--- src/rtl/mtxws_pkg.sv ---
// Shared types and constants for the recursive mutex with waiter stack.
`default_nettype none

package mtxws_pkg;

  localparam int unsigned TASK_W         = 4;
  localparam int unsigned REQ_W          = 2;
  localparam int unsigned STATUS_W       = 3;
  localparam int unsigned DEPTH_W        = 8;
  localparam int unsigned TASK_COUNT_DEF = 16;
  localparam int unsigned COUNT_MAX_DEF  = 255;
  localparam int unsigned QUEUE_DEPTH    = 2;

  typedef enum logic [REQ_W-1:0] {
    REQ_LOCK    = 2'd0,
    REQ_TRYLOCK = 2'd1,
    REQ_UNLOCK  = 2'd2,
    REQ_CANCEL  = 2'd3
  } req_e;

  typedef enum logic [STATUS_W-1:0] {
    ST_GRANTED   = 3'd0,
    ST_QUEUED    = 3'd1,
    ST_BUSY      = 3'd2,
    ST_RELEASED  = 3'd3,
    ST_NOT_OWNER = 3'd4,
    ST_SATURATED = 3'd5
  } status_e;

  typedef enum logic [3:0] {
    OP_LOCK    = 4'b0001,
    OP_TRYLOCK = 4'b0010,
    OP_UNLOCK  = 4'b0100,
    OP_CANCEL  = 4'b1000
  } op_e;

  typedef struct packed {
    op_e               op;
    logic [TASK_W-1:0] task_id;
  } cmd_t;

  typedef struct packed {
    logic valid;
    cmd_t cmd;
  } qhead_t;

endpackage

`default_nettype wire

--- src/rtl/mtxws_front.sv ---
// Request intake: decodes each beat into a command and queues it for the back end.
`default_nettype none

module mtxws_front import mtxws_pkg::*; (
  input  wire logic              clk_i,
  input  wire logic              rst_ni,
  input  wire logic              start_i,
  input  wire logic [REQ_W-1:0]  req_type_i,
  input  wire logic [TASK_W-1:0] task_id_i,
  output logic                   busy_o,
  output qhead_t                 head_o
);

  localparam int unsigned PTR_W = $clog2(QUEUE_DEPTH);
  localparam int unsigned CNT_W = $clog2(QUEUE_DEPTH + 1);

  cmd_t             slot_q [QUEUE_DEPTH];
  logic [PTR_W-1:0] wr_ptr_q, wr_ptr_d;
  logic [PTR_W-1:0] rd_ptr_q, rd_ptr_d;
  logic [CNT_W-1:0] cnt_q, cnt_d;
  cmd_t             cmd_d;
  logic             push, pop, full;

  always_comb begin
    cmd_d.task_id = task_id_i;
    unique case (req_e'(req_type_i))
      REQ_LOCK:    cmd_d.op = OP_LOCK;
      REQ_TRYLOCK: cmd_d.op = OP_TRYLOCK;
      REQ_UNLOCK:  cmd_d.op = OP_UNLOCK;
      REQ_CANCEL:  cmd_d.op = OP_CANCEL;
      default:     cmd_d.op = OP_CANCEL;
    endcase
  end

  assign full = (cnt_q == CNT_W'(QUEUE_DEPTH));
  assign push = start_i && !full;
  assign pop  = (cnt_q != '0);

  always_comb begin
    wr_ptr_d = wr_ptr_q;
    rd_ptr_d = rd_ptr_q;
    if (push) begin
      wr_ptr_d = (wr_ptr_q == PTR_W'(QUEUE_DEPTH - 1)) ? '0 : wr_ptr_q + 1'b1;
    end
    if (pop) begin
      rd_ptr_d = (rd_ptr_q == PTR_W'(QUEUE_DEPTH - 1)) ? '0 : rd_ptr_q + 1'b1;
    end
    cnt_d = cnt_q + CNT_W'(push) - CNT_W'(pop);
  end

  always_ff @(posedge clk_i or negedge rst_ni) begin
    if (!rst_ni) begin
      wr_ptr_q <= '0;
      rd_ptr_q <= '0;
      cnt_q    <= '0;
    end else begin
      wr_ptr_q <= wr_ptr_d;
      rd_ptr_q <= rd_ptr_d;
      cnt_q    <= cnt_d;
    end
  end

  always_ff @(posedge clk_i) begin
    if (push) begin
      slot_q[wr_ptr_q] <= cmd_d;
    end
  end

  assign busy_o       = full;
  assign head_o.valid = pop;
  assign head_o.cmd   = slot_q[rd_ptr_q];

endmodule

`default_nettype wire

--- src/rtl/mtxws_back.sv ---
// Execution: owner, hold count and waiter cell chain, with the registered result beat.
`default_nettype none

module mtxws_back import mtxws_pkg::*; #(
  parameter int unsigned TASK_COUNT = TASK_COUNT_DEF,
  parameter int unsigned COUNT_MAX  = COUNT_MAX_DEF
) (
  input  wire logic                clk_i,
  input  wire logic                rst_ni,
  input  wire qhead_t              head_i,
  output logic                     done_o,
  output logic [STATUS_W-1:0]      status_o,
  output logic                     wake_valid_o,
  output logic [TASK_W-1:0]        wake_task_o,
  output logic                     owner_valid_o,
  output logic [TASK_W-1:0]        owner_task_o,
  output logic [DEPTH_W-1:0]       hold_depth_o
);

  localparam int unsigned IDX_W  = $clog2(TASK_COUNT);
  localparam int unsigned WCNT_W = $clog2(TASK_COUNT + 1);
  localparam int unsigned CNT_W  = $clog2(COUNT_MAX + 1);

  logic [TASK_W-1:0] stack_q [TASK_COUNT];
  logic [TASK_W-1:0] holder_q, holder_d;
  logic              held_q, held_d;
  logic [CNT_W-1:0]  count_q, count_d;
  logic [WCNT_W-1:0] wcnt_q, wcnt_d;

  logic [TASK_COUNT-1:0] match, shift;
  logic [TASK_W-1:0]     req_task, top;
  logic                  found, is_owner;
  logic                  remove, push, pop;
  status_e               status_d;
  logic [TASK_W-1:0]     wake_task_d;

  logic                  done_q;
  logic [STATUS_W-1:0]   status_q;
  logic                  wake_valid_q;
  logic [TASK_W-1:0]     wake_task_q;
  logic                  owner_valid_q;
  logic [TASK_W-1:0]     owner_task_q;
  logic [DEPTH_W-1:0]    hold_depth_q;

  assign req_task = head_i.cmd.task_id;
  assign is_owner = held_q && (holder_q == req_task);
  assign top      = stack_q[IDX_W'(wcnt_q - 1'b1)];

  always_comb begin
    for (int i = 0; i < TASK_COUNT; i++) begin
      match[i] = (WCNT_W'(i) < wcnt_q) && (stack_q[i] == req_task);
    end
    shift[0] = match[0];
    for (int i = 1; i < TASK_COUNT; i++) begin
      shift[i] = shift[i-1] | match[i];
    end
  end

  assign found = |match;

  always_comb begin
    holder_d    = holder_q;
    held_d      = held_q;
    count_d     = count_q;
    remove      = 1'b0;
    push        = 1'b0;
    pop         = 1'b0;
    wake_task_d = '0;
    status_d    = ST_NOT_OWNER;
    unique case (head_i.cmd.op)
      OP_LOCK, OP_TRYLOCK: begin
        if (is_owner) begin
          if (count_q >= CNT_W'(COUNT_MAX)) begin
            status_d = ST_SATURATED;
          end else begin
            count_d  = count_q + 1'b1;
            status_d = ST_GRANTED;
          end
        end else if (!held_q) begin
          remove   = found;
          held_d   = 1'b1;
          holder_d = req_task;
          count_d  = CNT_W'(1);
          status_d = ST_GRANTED;
        end else if (head_i.cmd.op == OP_LOCK) begin
          if (found) begin
            status_d = ST_QUEUED;
          end else if (wcnt_q < WCNT_W'(TASK_COUNT)) begin
            push     = 1'b1;
            status_d = ST_QUEUED;
          end else begin
            status_d = ST_BUSY;
          end
        end else begin
          status_d = ST_BUSY;
        end
      end
      OP_UNLOCK: begin
        if (is_owner) begin
          status_d = ST_RELEASED;
          count_d  = count_q - 1'b1;
          if (count_q == CNT_W'(1)) begin
            held_d   = 1'b0;
            holder_d = '0;
            if (wcnt_q != '0) begin
              pop         = 1'b1;
              wake_task_d = top;
            end
          end
        end
      end
      OP_CANCEL: begin
        if (found) begin
          remove   = 1'b1;
          status_d = ST_BUSY;
        end
      end
      default: status_d = ST_NOT_OWNER;
    endcase
    wcnt_d = wcnt_q + WCNT_W'(push) - WCNT_W'(remove) - WCNT_W'(pop);
  end

  always_ff @(posedge clk_i or negedge rst_ni) begin
    if (!rst_ni) begin
      holder_q <= '0;
      held_q   <= 1'b0;
      count_q  <= '0;
      wcnt_q   <= '0;
      done_q   <= 1'b0;
    end else begin
      done_q <= head_i.valid;
      if (head_i.valid) begin
        holder_q <= holder_d;
        held_q   <= held_d;
        count_q  <= count_d;
        wcnt_q   <= wcnt_d;
      end
    end
  end

  always_ff @(posedge clk_i) begin
    if (head_i.valid) begin
      status_q      <= status_d;
      wake_valid_q  <= pop;
      wake_task_q   <= wake_task_d;
      owner_valid_q <= held_d;
      owner_task_q  <= holder_d;
      hold_depth_q  <= DEPTH_W'(count_d);
    end
  end

  // waiter cells: removal closes the gap by pulling each entry down from above
  for (genvar i = 0; i < TASK_COUNT; i++) begin : g_cell
    if (i < TASK_COUNT - 1) begin : g_mid
      always_ff @(posedge clk_i) begin
        if (head_i.valid && remove && shift[i]) begin
          stack_q[i] <= stack_q[i+1];
        end else if (head_i.valid && push && (wcnt_q == WCNT_W'(i))) begin
          stack_q[i] <= req_task;
        end
      end
    end else begin : g_last
      always_ff @(posedge clk_i) begin
        if (head_i.valid && push && (wcnt_q == WCNT_W'(i))) begin
          stack_q[i] <= req_task;
        end
      end
    end
  end

  assign done_o        = done_q;
  assign status_o      = status_q;
  assign wake_valid_o  = wake_valid_q;
  assign wake_task_o   = wake_task_q;
  assign owner_valid_o = owner_valid_q;
  assign owner_task_o  = owner_task_q;
  assign hold_depth_o  = hold_depth_q;

endmodule

`default_nettype wire

--- src/rtl/recursive_mutex_waiter_stack_core.sv ---
// Top level of the recursive mutex with a last-in-first-out waiter stack.
//
// One request beat is taken per cycle (start_i high, busy_o low) and yields exactly one
// result beat, shown on the result ports for a single cycle with done_o high, after it
// passes the command queue slot and then the result registers; results come out in
// request order and cannot be held off. The back end finishes a request every cycle:
// its waiter cell chain compares all waiters and closes a cancelled slot in one update,
// so the two-entry command queue drains at the intake rate and busy_o rises only when
// that queue is full. No clearing pass is needed after reset.
`default_nettype none

module recursive_mutex_waiter_stack_core import mtxws_pkg::*; #(
  parameter int unsigned TASK_COUNT = TASK_COUNT_DEF,
  parameter int unsigned COUNT_MAX  = COUNT_MAX_DEF
) (
  input  wire logic                clk_i,
  input  wire logic                rst_ni,
  input  wire logic                start_i,
  output logic                     busy_o,
  input  wire logic [REQ_W-1:0]    req_type_i,
  input  wire logic [TASK_W-1:0]   task_id_i,
  output logic                     done_o,
  output logic [STATUS_W-1:0]      status_o,
  output logic                     wake_valid_o,
  output logic [TASK_W-1:0]        wake_task_o,
  output logic                     owner_valid_o,
  output logic [TASK_W-1:0]        owner_task_o,
  output logic [DEPTH_W-1:0]       hold_depth_o
);

  qhead_t head;

  mtxws_front u_front (
    .clk_i      (clk_i),
    .rst_ni     (rst_ni),
    .start_i    (start_i),
    .req_type_i (req_type_i),
    .task_id_i  (task_id_i),
    .busy_o     (busy_o),
    .head_o     (head)
  );

  mtxws_back #(
    .TASK_COUNT (TASK_COUNT),
    .COUNT_MAX  (COUNT_MAX)
  ) u_back (
    .clk_i         (clk_i),
    .rst_ni        (rst_ni),
    .head_i        (head),
    .done_o        (done_o),
    .status_o      (status_o),
    .wake_valid_o  (wake_valid_o),
    .wake_task_o   (wake_task_o),
    .owner_valid_o (owner_valid_o),
    .owner_task_o  (owner_task_o),
    .hold_depth_o  (hold_depth_o)
  );

endmodule

`default_nettype wire

--- config.mk ---
export PLATFORM = sky130hd
export DESIGN_NAME = recursive_mutex_waiter_stack_core
export DESIGN_NICKNAME = d
export VERILOG_FILES = /design/src/rtl/mtxws_pkg.sv /design/src/rtl/mtxws_front.sv /design/src/rtl/mtxws_back.sv /design/src/rtl/recursive_mutex_waiter_stack_core.sv
export SDC_FILE = /design/constraint.sdc
export NUM_CORES = 1
export LEC_CHECK = 0
export BUFFER_PORTS_ARGS = -buffer_cell sky130_fd_sc_hd__buf_4
export CAP_MARGIN = 20
export CORE_UTILIZATION = 37
export CTS_BUF_LIST = sky130_fd_sc_hd__clkbuf_2 sky130_fd_sc_hd__clkbuf_4 sky130_fd_sc_hd__clkbuf_8
export DETAILED_ROUTE_END_ITERATION = 16
export PLACE_DENSITY_LB_ADDON = 0.1
export SETUP_SLACK_MARGIN = 0.5
export SLEW_MARGIN = 20
export SYNTH_ARGS = -nofsm -noshare
export SYNTH_HDL_FRONTEND = slang
export SYNTH_HIERARCHICAL = 1
export SYNTH_SLANG_ARGS = --single-unit
export TNS_END_PERCENT = 10
--- constraint.sdc ---
create_clock -name clk_i -period 4.7 [get_ports clk_i]
set_input_delay 0 -clock clk_i [delete_from_list [all_inputs] [get_ports clk_i]]
set_output_delay 0 -clock clk_i [all_outputs]
set_load 0.01 [all_outputs]
==> metrics, run 1 <==
global placement routability congestion ~0.9; # H-tree levels 4; CP Class flop to flop; Clock Power Share about a fifth; Setup TNS 0 ns; Synth async-reset ratio ~19%; post-synthesis adder-cell area fraction approximately 3.2%; Finish-stage setup viols 0; first-pass GRT wire length between 30000 and 40000 um; clock sinks approximately 120; Post-Synth Simple-Gate Area a little over an eighth; Seq pwr share 30.7%; I/O pins 32; Die X-Extent between 100 and 150 um; area of the die ~22000 sq um; Clock transition at path regs 0.08 ns; detailed placement HPWL 14100 um; mux cell area share after synthesis 18.7%; Crit. Startpoint u_back/wcnt_q[1]; reg2reg end u_back/wcnt_q[3]; routed vias roughly 5.5k; IO Port Bufs 31; R2R depth 13; Pint about 3 mW; Netlist cell types 60; dpl cell area around 8400 sq um; worst-skew pair later-pin latency between 0.4 and 0.5 ns; Final min period approximately 4.1 ns; Detailed Routing Iterations Pass 1 6; WL/cell 21.0 um; Congestion Overflow GR 0; CTS tree done; startpoint type of the worst setup path flop; worst r2r src u_back/wcnt_q[1]; area grow syn2layout 17.3%; drt total wl around 21000 um; drt drc 0; Synth Area in Compound Gates 6.45%; Post-synth EDFFs between 100 and 150; antenna violations before repair 0; Static Leakage between 3 and 4 nW; Crit path required time 5.00 ns; Fin. Hold Viols 0; vias in the first global route between 5k and 6k; P_sw between 2 and 2.5 mW; final slew viol count 0; Sw Ratio 41.3%; GRT Resource Usage Total about a fifth; Via-to-Cell Ratio 5.55; mean post-synth cell area 12.2 sq um; Worst setup endpoint u_back/wcnt_q[3]; Die H 148 um; CTS root buffer clkbuf_8; max-cap violation count 0; Nets roughly 730; number of cells produced by synthesis 643; Final Power around 5.2 mW; YS warnings 6; Critical Path Fanout Max 13; Top FF cell, synth edfxtp_1; DR iter-0 viols 463; Bufs on Longest Clock Path 2; flops & latches, synth roughly 120; status complete, no violations; sequential fraction of the synthesis area between 40% and 50%; Worst VDD drop about 0.00022 V; Post-Synth XOR/XNOR Area around 8.6%; largest family of logic cells by synthesized area multiplexers; number of buffers created by CTS 17; WHS approximately 0.02 ns; largest net degree at the start of global routing 62; Cell Pwr Density between 500 and 600 nW/um^2; Synthesized Nets ~670; RSZ-0062 raised after global routing false; share of cells above drive strength 1 ~33%; final cycle utilization of the critical path between 80 and 90%; Worst Hold Class primary input to async pin; Finished Cell Area between 9000 and 10000 sq um; Worst slew margin a little over a fifth; Least-Margin Pin Slew approximately 1.2 ns; Comb power frac 49.9%; Max Fclk 0.242 GHz; antenna viol nets, final 0; antenna cells 0; Setup WS post-layout roughly 0.57 ns; Core Region ~20000 sq um; site row count 52; CP Capture Type flop; Syn Std Cell Area around 7800 sq um; crit path DAT 4.43 ns; initial core utilization about two fifths; Post-Place Worst Slack around 0.20 ns; skew final approximately 0.013 ns; r2r setup slk roughly 0.57 ns
==> power by group through the flow <==
stage / Combinational (mW) / Sequential, mW / Clock [mW]
finish: 2.60 / 1.60 / 1.01
global route: 2.80 / 1.63 / 1.09
detailed placement: 2.28 / 1.62 / 0
global placement: 2.26 / 1.62 / 0
CTS: 2.35 / 1.59 / 1.05
floorplan: 1.74 / 1.55 / 0
==> logic make-up (layout without fill, tap and decap cells) <==
| logic type | Yosys count | in the layout |
|---|---|---|
| AND/OR/NAND/NOR | 179 | 179 |
| multiplexers | 104 | 106 |
| flip-flops | 124 | 124 |
| AO/OA/AOI/OAI | 81 | 81 |
| adder cells (fa/ha/maj) | 19 | 19 |
| buffers and inverters | 59 | 131 |
| XOR/XNOR | 77 | 77 |
==> registers in the layout (all words and copies together), names as in the netlist, 2 cells and up <==
signal               flops
u_back/stack_q          64
u_front/slot_q          16
u_back/count_q           8
u_back/hold_depth_o      8
u_back/wcnt_q            5
u_back/holder_q          4
u_back/owner_task_o      4
u_back/wake_task_o       4
u_back/status_o          3
u_front/cnt_q            2
==> worst max-delay path: stages (launching register included) <==
cell,delay [ns]
dfrtp_1,0.61
o21ai_0,0.63
a21oi_1,0.16
or4_4,0.65
nor4b_4,0.38
inv_4,0.06
fa_2,0.41
ha_4,0.23
inv_4,0.05
ha_4,0.13
inv_2,0.04
fa_2,0.37
xnor2_2,0.16
a21oi_1,0.08
==> per-layer routing <==
layer  track usage (%)  wire length (um)
met1              28.0             10100
met2              28.9              9360
met3              3.09               831
met4              6.65               468
met5                 0                 0
==> Yosys cell counts (all sizes together) (4+ instances only) <==
cell	number	area share [%]
edfxtp	101	39
mux2	81	13
nand2	51	2.4
xor2	39	4.4
xnor2	38	4.2
nor2	34	1.6
o21ai	30	1.9
nand4	27	3.3
dfrtp	23	7.3
buf	22	1.6
inv	21	1.0
ha	17	2.7
clkbuf	16	0.77
mux4	16	4.6
a21oi	14	0.89
nor3	12	0.77
a211oi	10	0.96
nand3	10	1.1
nor4	10	0.80
mux2i	7	0.89
and3	6	0.48
a22oi	5	0.48
nor3b	5	0.61
a31oi	4	0.32
and2	4	0.34
nor2b	4	0.32
==> layout make-up <==
type / count / area, sq um
inverter: 21 / 83.8
sequential: 124 / 3610
timing repair buffer: 78 / 643
multi-input combinational: 462 / 4100
clock buffer: 17 / 234
tap: 270 / 338
fill: 1880 / 11300
clock inverter: 15 / 188
==> per-stage QoR <==
step | util (%) | instances
2_1_floorplan | - | 643
3_3_place_gp | 40.8 | 921
3_5_place_dp | 40.8 | 921
4_1_cts | 43.6 | 968
5_1_grt | 44.9 | 987
6_report | 44.9 | 987
==> timing repair <==
item	4_1_cts	5_1_grt
pin swaps	0	10
hold buffers	10	0
gates cloned	0	2
endpoints found under the setup margin	12	5
gates resized for setup	3	27
buffers inserted	5	17
hold endpoints to repair	41	0
==> cell usage in the layout (no fill, tap or decap), types with 20 or more instances in the layout <==
| cell type | synthesis | layout |
|---|---|---|
| buf_4 | 3 | 63 |
| dfrtp_1 | 23 | 20 |
| edfxtp_1 | 101 | 101 |
| mux2_2 | 46 | 48 |
| mux2_4 | 32 | 32 |
| nand2_1 | 51 | 51 |
| nand4_1 | 21 | 21 |
| nor2_1 | 34 | 34 |
| o21ai_0 | 30 | 29 |
| xnor2_1 | 38 | 37 |
| xor2_1 | 39 | 37 |
==> how the worst min path moves through the flow <==
| stage | slack (ns) | cells past startpoint | endpoint |
|---|---|---|---|
| floorplan | -0.30 | 0 | u_back/count_q[0] |
| global placement | -0.07 | 1 | u_front/wr_ptr_q |
| detailed placement | -0.06 | 1 | u_front/cnt_q[1] |
| CTS | 0.01 | 3 | u_back/count_q[3] |
| global route | 0.03 | 3 | u_back/count_q[2] |
| finish | 0.02 | 3 | u_back/count_q[0] |
(Power assumes the default switching activity.)
==> inputs of run 2 (changes only) <==
--- a/config.mk
+++ b/config.mk
@@ -7,7 +7,7 @@
 export LEC_CHECK = 0
 export BUFFER_PORTS_ARGS = -buffer_cell sky130_fd_sc_hd__buf_4
 export CAP_MARGIN = 20
-export CORE_UTILIZATION = 37
+export CORE_UTILIZATION = 40
 export CTS_BUF_LIST = sky130_fd_sc_hd__clkbuf_2 sky130_fd_sc_hd__clkbuf_4 sky130_fd_sc_hd__clkbuf_8
 export DETAILED_ROUTE_END_ITERATION = 16
 export PLACE_DENSITY_LB_ADDON = 0.1
==> metrics, run 2 (synthesis gave the netlist of run 1 again) <==
routed vias 5694 (+3.9%); Finish-stage setup viols 0 (unchanged); Bufs on Longest Clock Path 2 (unchanged); Setup TNS 0 ns (unchanged); WL/cell 22.0 um (+4.7%); Sw Ratio 41.5% (+0.18 points); largest net degree at the start of global routing 39 (-37%); site row count 50 (-3.8%); max reg flops 64 (unchanged); fin cells 986 (-0.10%); worst r2r src u_front/rd_ptr_q; # H-tree levels 4 (unchanged); I/O pins 32 (unchanged); number of buffers created by CTS 17 (unchanged); Static Leakage 3.50 nW (+1.3%); Max stage delay on crit path 0.57 ns (-0.08 ns); clock sinks 124 (unchanged); Top Registers u_back/stack_q x64, u_front/slot_q x16; Fin. Hold Viols 0 (unchanged); Worst slew margin 26.7% (+5.3 points); startpoint type of the worst setup path flop; initial core utilization 41.4% (+3.1 points); Post-Place Worst Slack 0.264 ns (+0.0660 ns); area of the die 20200 sq um (-7.4%); Final Power 5.28 mW (+1.1%); final slew viol count 0 (unchanged); Critical Path Fanout Max 7 (-6); commonest non-fill, non-tap cell in the layout edfxtp_1; antenna cells 0 (unchanged); Clock transition at path regs 0.08 ns (about the same); Reg with most FFs u_back/stack_q; final cycle utilization of the critical path 87.6% (-0.22 points); Via-to-Cell Ratio 5.77 (+4.0%); Detailed Routing Iterations Pass 1 5 (-1); Clock Power Share 18.2% (-1.2 points); CP Capture Type flop; vias in the first global route 5601 (+5.2%); Final min period 4.12 ns (-0.0101 ns); Worst path slowest cell dfrtp_4; skew final 0.0116 ns (-0.000935 ns); Congestion Overflow GR 0 (unchanged); status complete, no violations; Max Fclk 0.243 GHz (+0.25%); first-pass GRT wire length 33600 um (+6.7%); IO Port Bufs 31 (unchanged); Core Region 19000 sq um (-7.5%); Pint 3.09 mW (+0.78%); multi-input logic area 4140 sq um (+0.85%); Die H 142 um (-3.8%); Final Util 49.0% (+4.1 points); Crit. Startpoint u_front/rd_ptr_q; CTS tree done; crit path cell chain mux2_4 > buf_6 > xnor2_1 > nand3_1 > a211oi_2 > or4_4 > buf_6 > nor4b_4 > inv_4 > fa_2 > inv_2 > ha_4 > ha_4 > a21oi_1 > nor2_1 > nor2_1 > xnor2_1 > a21oi_1; share of cells above drive strength 1 34.3% (+1.2 points); drt drc 0 (unchanged); Least-Margin Pin Slew 1.09 ns (-0.0770 ns); Cell Pwr Density 569 nW/um^2 (+0.24%); antenna violations before repair 0 (unchanged); RSZ-0062 raised after global routing true; Die X-Extent 142 um (-3.8%); Setup WS post-layout 0.584 ns (+0.0101 ns); crit path DAT 4.42 ns (about the same); antenna viol nets, final 0 (unchanged); GRT Resource Usage Total 22.5% (+3.2 points); CP Class flop to flop; hold wc startpoint task_id_i[3]; P_sw 2.19 mW (+1.5%); drt total wl 21700 um (+4.6%); DR iter-0 viols 463 (unchanged); global placement routability congestion 0.852 (-2.6%); Worst Hold Class primary input to flop; Crit path required time 5.01 ns (about the same); CTS root buffer clkbuf_8; Seq pwr share 30.3% (-0.4 points); area grow syn2layout 18.3%; Nets 741 (+1.2%); fillers 1723 (-8.4%); worst-skew pair later-pin latency 0.45 ns (about the same); Worst VDD drop 0.000242 V (+7.7%); register cell area after layout 3610 sq um (about the same); max-cap violation count 0 (unchanged); placed insts 917 (-0.43%); detailed placement HPWL 14800 um (+4.5%); Comb power frac 51.5% (+1.6 points); most frequent cells in the layout 101 x edfxtp_1, 66 x buf_4, 51 x nand2_1
==> run 2: changes by cell type in the layout (fill, tap and decap cells not counted), sizes merged <==
cell / previous run / this run
inv: 26 / 24
dlygate4sd3: 9 / 10
clkinv: 4 / 5
clkbuf: 17 / 20
bufinv: 3 / 2
mux2: 83 / 84
buf: 69 / 75
==> run 2: final cells by class <==
type | instances | share of cell area [%]
multi-input cells | 463 | 44.6
flip-flops and latches | 124 | 39.0
repair buffers | 86 | 7.74
well taps | 260 | 3.51
clock buffers | 19 | 2.82
clock inverters | 13 | 1.51
inverters | 21 | 0.876
==> run 2: worst paths after layout <==
kind	to	slack, ns	cells past startpoint
max	u_back/wcnt_q[4]	0.58	18
min	u_front/slot_q[0][3]	0.27	2
max reg2reg	u_back/wcnt_q[4]	0.58	18
min reg2reg	u_front/wr_ptr_q	0.53	1
max in group asynchronous	u_front/rd_ptr_q	3.46	4
min in group asynchronous	u_back/held_q	0.45	3
==> run 2: power groups by stage <==
stage | Clock, mW | Sequential (mW) | Combinational (mW)
6_report | 0.961 | 1.60 | 2.72
5_1_grt | 1.03 | 1.62 | 2.91
3_5_place_dp | 0 | 1.61 | 2.35
2_1_floorplan | 0 | 1.55 | 1.74
3_3_place_gp | 0 | 1.60 | 2.33
4_1_cts | 0.988 | 1.60 | 2.53
==> run 2: worst max-delay path, delay by kind of cell (launching register included) <==
family          cells  cell delay [ns]
flops               1             0.57
buf+inv             4             0.40
simple gates        5             1.21
mux                 1             0.42
compound gates      3             0.28
fa+ha+maj           3             0.84
xor+xnor            2             0.24
==> run 2: what timing repair did <==
| item | CTS | global route |
|---|---|---|
| endpoints found under the setup margin | 11 | 3 |
| setup buffers | 17 | 6 |
| gates resized for setup | 6 | 32 |
| hold buffers | 11 | 0 |
| pin swaps | 0 | 11 |
| hold endpoints to repair | 41 | 0 |
| gates cloned | 3 | 0 |
==> run 2: per-stage QoR <==
stage | hold WS [ns] | cell area (sq um)
detailed placement | -0.0654 | 8380
global placement | -0.0680 | 8380
CTS | 0.255 | 9090
global route | 0.265 | 9280
finish | 0.275 | 9280
floorplan | -0.296 | 7890
==> run 2: metal layers <==
layer / vias up / part of all wire (%) / global-route usage, %
met5: - / 0 / 0
met1: 2936 / 47 / 32.9
met4: 0 / 0.83 / 6.17
li1: 2546 / - / -
met3: 9 / 6.3 / 3.47
met2: 203 / 46 / 34.3
==> inputs of run 3 (changes only) <==
--- a/config.mk
+++ b/config.mk
@@ -7,11 +7,12 @@
 export LEC_CHECK = 0
 export BUFFER_PORTS_ARGS = -buffer_cell sky130_fd_sc_hd__buf_4
 export CAP_MARGIN = 20
-export CORE_UTILIZATION = 40
+export CORE_UTILIZATION = 58
 export CTS_BUF_LIST = sky130_fd_sc_hd__clkbuf_2 sky130_fd_sc_hd__clkbuf_4 sky130_fd_sc_hd__clkbuf_8
 export DETAILED_ROUTE_END_ITERATION = 16
 export PLACE_DENSITY_LB_ADDON = 0.1
 export SETUP_SLACK_MARGIN = 0.5
+export SKIP_LAST_GASP = 1
 export SLEW_MARGIN = 20
 export SYNTH_ARGS = -nofsm -noshare
 export SYNTH_HDL_FRONTEND = slang
==> metrics, run 3 (synthesis gave the netlist of run 1 again) <==
initial core utilization 59.5% (+18 points); largest net degree at the start of global routing 39 (unchanged); Crit. Startpoint u_back/wcnt_q[3]; crit path DAT 4.40 ns (-0.02 ns); Detailed Routing Iterations Pass 1 5 (unchanged); Worst setup endpoint u_back/wcnt_q[2]; area grow syn2layout 12.8%; Via-to-Cell Ratio 6.21 (+7.6%); Finished Cell Area 8840 sq um (-4.7%); WHS 0.278 ns (+0.00295 ns); routed vias 5450 (-4.3%); site row count 42 (-16%); Clock transition at path regs 0.08 ns (about the same); Worst Hold Class primary input to flop; Least-Margin Pin Slew 1.04 ns (-0.0500 ns); Max Fclk 0.248 GHz (+2.2%); r2r setup slk 0.67 ns (+0.09 ns); Die X-Extent 118 um (-17%); number of buffers created by CTS 17 (unchanged); Final min period 4.03 ns (-0.0900 ns); Nets 716 (-3.4%); R2R depth 15 (-3); area of the die 14000 sq um (-31%); Top Registers u_back/stack_q x64, u_front/slot_q x16; drt drc 0 (unchanged); CP Capture Type flop; RSZ-0062 raised after global routing false; Worst VDD drop 0.000296 V (+22%); dpl cell area 8270 sq um (-1.3%); GRT Resource Usage Total 28.0% (+5.5 points); Critical Path Fanout Max 8 (+1); max-cap violation count 0 (unchanged); antenna violations before repair 0 (unchanged); max reg flops 64 (unchanged); status complete, no violations; fillers 981 (-43%); antenna viol nets, final 0 (unchanged); Core Region 13200 sq um (-30%); Static Leakage 3.35 nW (-4.4%); Setup TNS 0 ns (unchanged); Reg with most FFs u_back/stack_q; CTS root buffer clkbuf_8; IO Port Bufs 31 (unchanged); CTS tree done; most frequent cells in the layout 101 x edfxtp_1, 52 x buf_4, 51 x nand2_1; startpoint type of the worst setup path flop; worst-skew pair later-pin latency 0.45 ns (about the same); Setup WS post-layout 0.674 ns (+0.0900 ns); detailed placement HPWL 13300 um (-10%); Bufs on Longest Clock Path 2 (unchanged); commonest non-fill, non-tap cell in the layout edfxtp_1; I/O pins 32 (unchanged); Crit path required time 5.07 ns (+0.06 ns); CP Class flop to flop; worst r2r src u_back/wcnt_q[3]; Cell Pwr Density 557 nW/um^2 (-2.0%); Worst slew margin 30.1% (+3.4 points); Die H 118 um (-17%); Post-Place Worst Slack 0.341 ns (+0.0773 ns); Fin. Hold Viols 0 (unchanged); clock sinks 124 (unchanged); Congestion Overflow GR 0 (unchanged); reg2reg end u_back/wcnt_q[2]; WL/cell 20.8 um (-5.4%); DR iter-0 viols 647 (+40%); vias in the first global route 5263 (-6.0%); antenna cells 0 (unchanged); skew final 0.0102 ns (-0.00137 ns); drt total wl 18300 um (-16%); first-pass GRT wire length 29800 um (-11%); final cycle utilization of the critical path 85.7% (-1.9 points); global placement routability congestion 0.881 (+3.4%); share of cells above drive strength 1 30.2% (-4.1 points); final slew viol count 0 (unchanged); # H-tree levels 4 (unchanged); Finish-stage setup viols 0 (unchanged)
-- run 3: changes by cell type in the layout (fill, tap and decap cells not counted), sizes merged --
cell	previous run	this run
clkinvlp	3	4
mux2	84	81
dlygate4sd3	10	11
buf	75	53
inv	24	23
clkbuf	20	19
-- run 3: layout make-up --
class / count / area, sq um / area share, %
Timing Repair Buffer: 64 / 512 / 5.79
Tap cell: 176 / 220 / 2.49
Clock buffer: 19 / 255 / 2.89
Clock inverter: 13 / 143 / 1.61
Inverter: 21 / 81.3 / 0.920
Multi-Input combinational cell: 460 / 4020 / 45.5
Sequential cell: 124 / 3610 / 40.8
-- run 3: where the power goes --
part           leakage [nW]  internal, mW  switching (mW)
sequential             1.23          1.41           0.184
combinational          1.93          1.00            1.39
clock                 0.190         0.492           0.446
total                  3.35          2.91            2.02
-- run 3: metrics by stage --
step / std cells / utilization, % / total power [mW]
finish: 877 / 67.1 / 4.93
global route: 877 / 67.1 / 5.20
CTS: 875 / 66.6 / 4.85
detailed placement: 832 / 62.7 / 3.89
global placement: 832 / 62.7 / 3.85
floorplan: 643 / - / 3.29
-- run 3: timing repair --
item                                    in CTS  in global routing
resized for setup                            2                 12
endpoints found under the setup margin       3                  3
hold endpoints to repair                    41                  0
pin swaps                                    0                  2
setup buffers                                0                  2
hold buffers                                11                  0
-- run 3: layer usage --
layer,wire [um],global-route usage (%),up-vias
li1,-,-,2492
met5,0,0,-
met4,348,9.38,0
met2,8410,42.3,246
met3,1180,4.78,36
met1,8320,40.9,2676
-- run 3: worst min-delay path by stage --
stage	to	from	slack, ns	depth (start not counted)
floorplan	u_back/count_q[0]	rst_ni	-0.30	0
global placement	u_front/cnt_q[0]	rst_ni	-0.07	1
detailed placement	u_back/count_q[3]	rst_ni	-0.07	1
CTS	u_front/slot_q[0][0]	task_id_i[0]	0.26	2
global route	u_front/slot_q[1][0]	task_id_i[0]	0.26	2
finish	u_front/slot_q[1][0]	task_id_i[0]	0.28	2
-- run 3: worst max-delay path, cell delays in order, from the launching register on --
cell and delay, ns:
dfrtp_2 0.48, inv_1 0.14, ha_2 0.23, nor3b_4 0.28, nand2_1 0.14, a22o_1 0.27, or4_4 0.51, nor4b_4 0.32
inv_4 0.06, fa_2 0.53, inv_1 0.04, ha_2 0.16, ha_2 0.18, inv_2 0.05, fa_2 0.42, mux2i_1 0.13
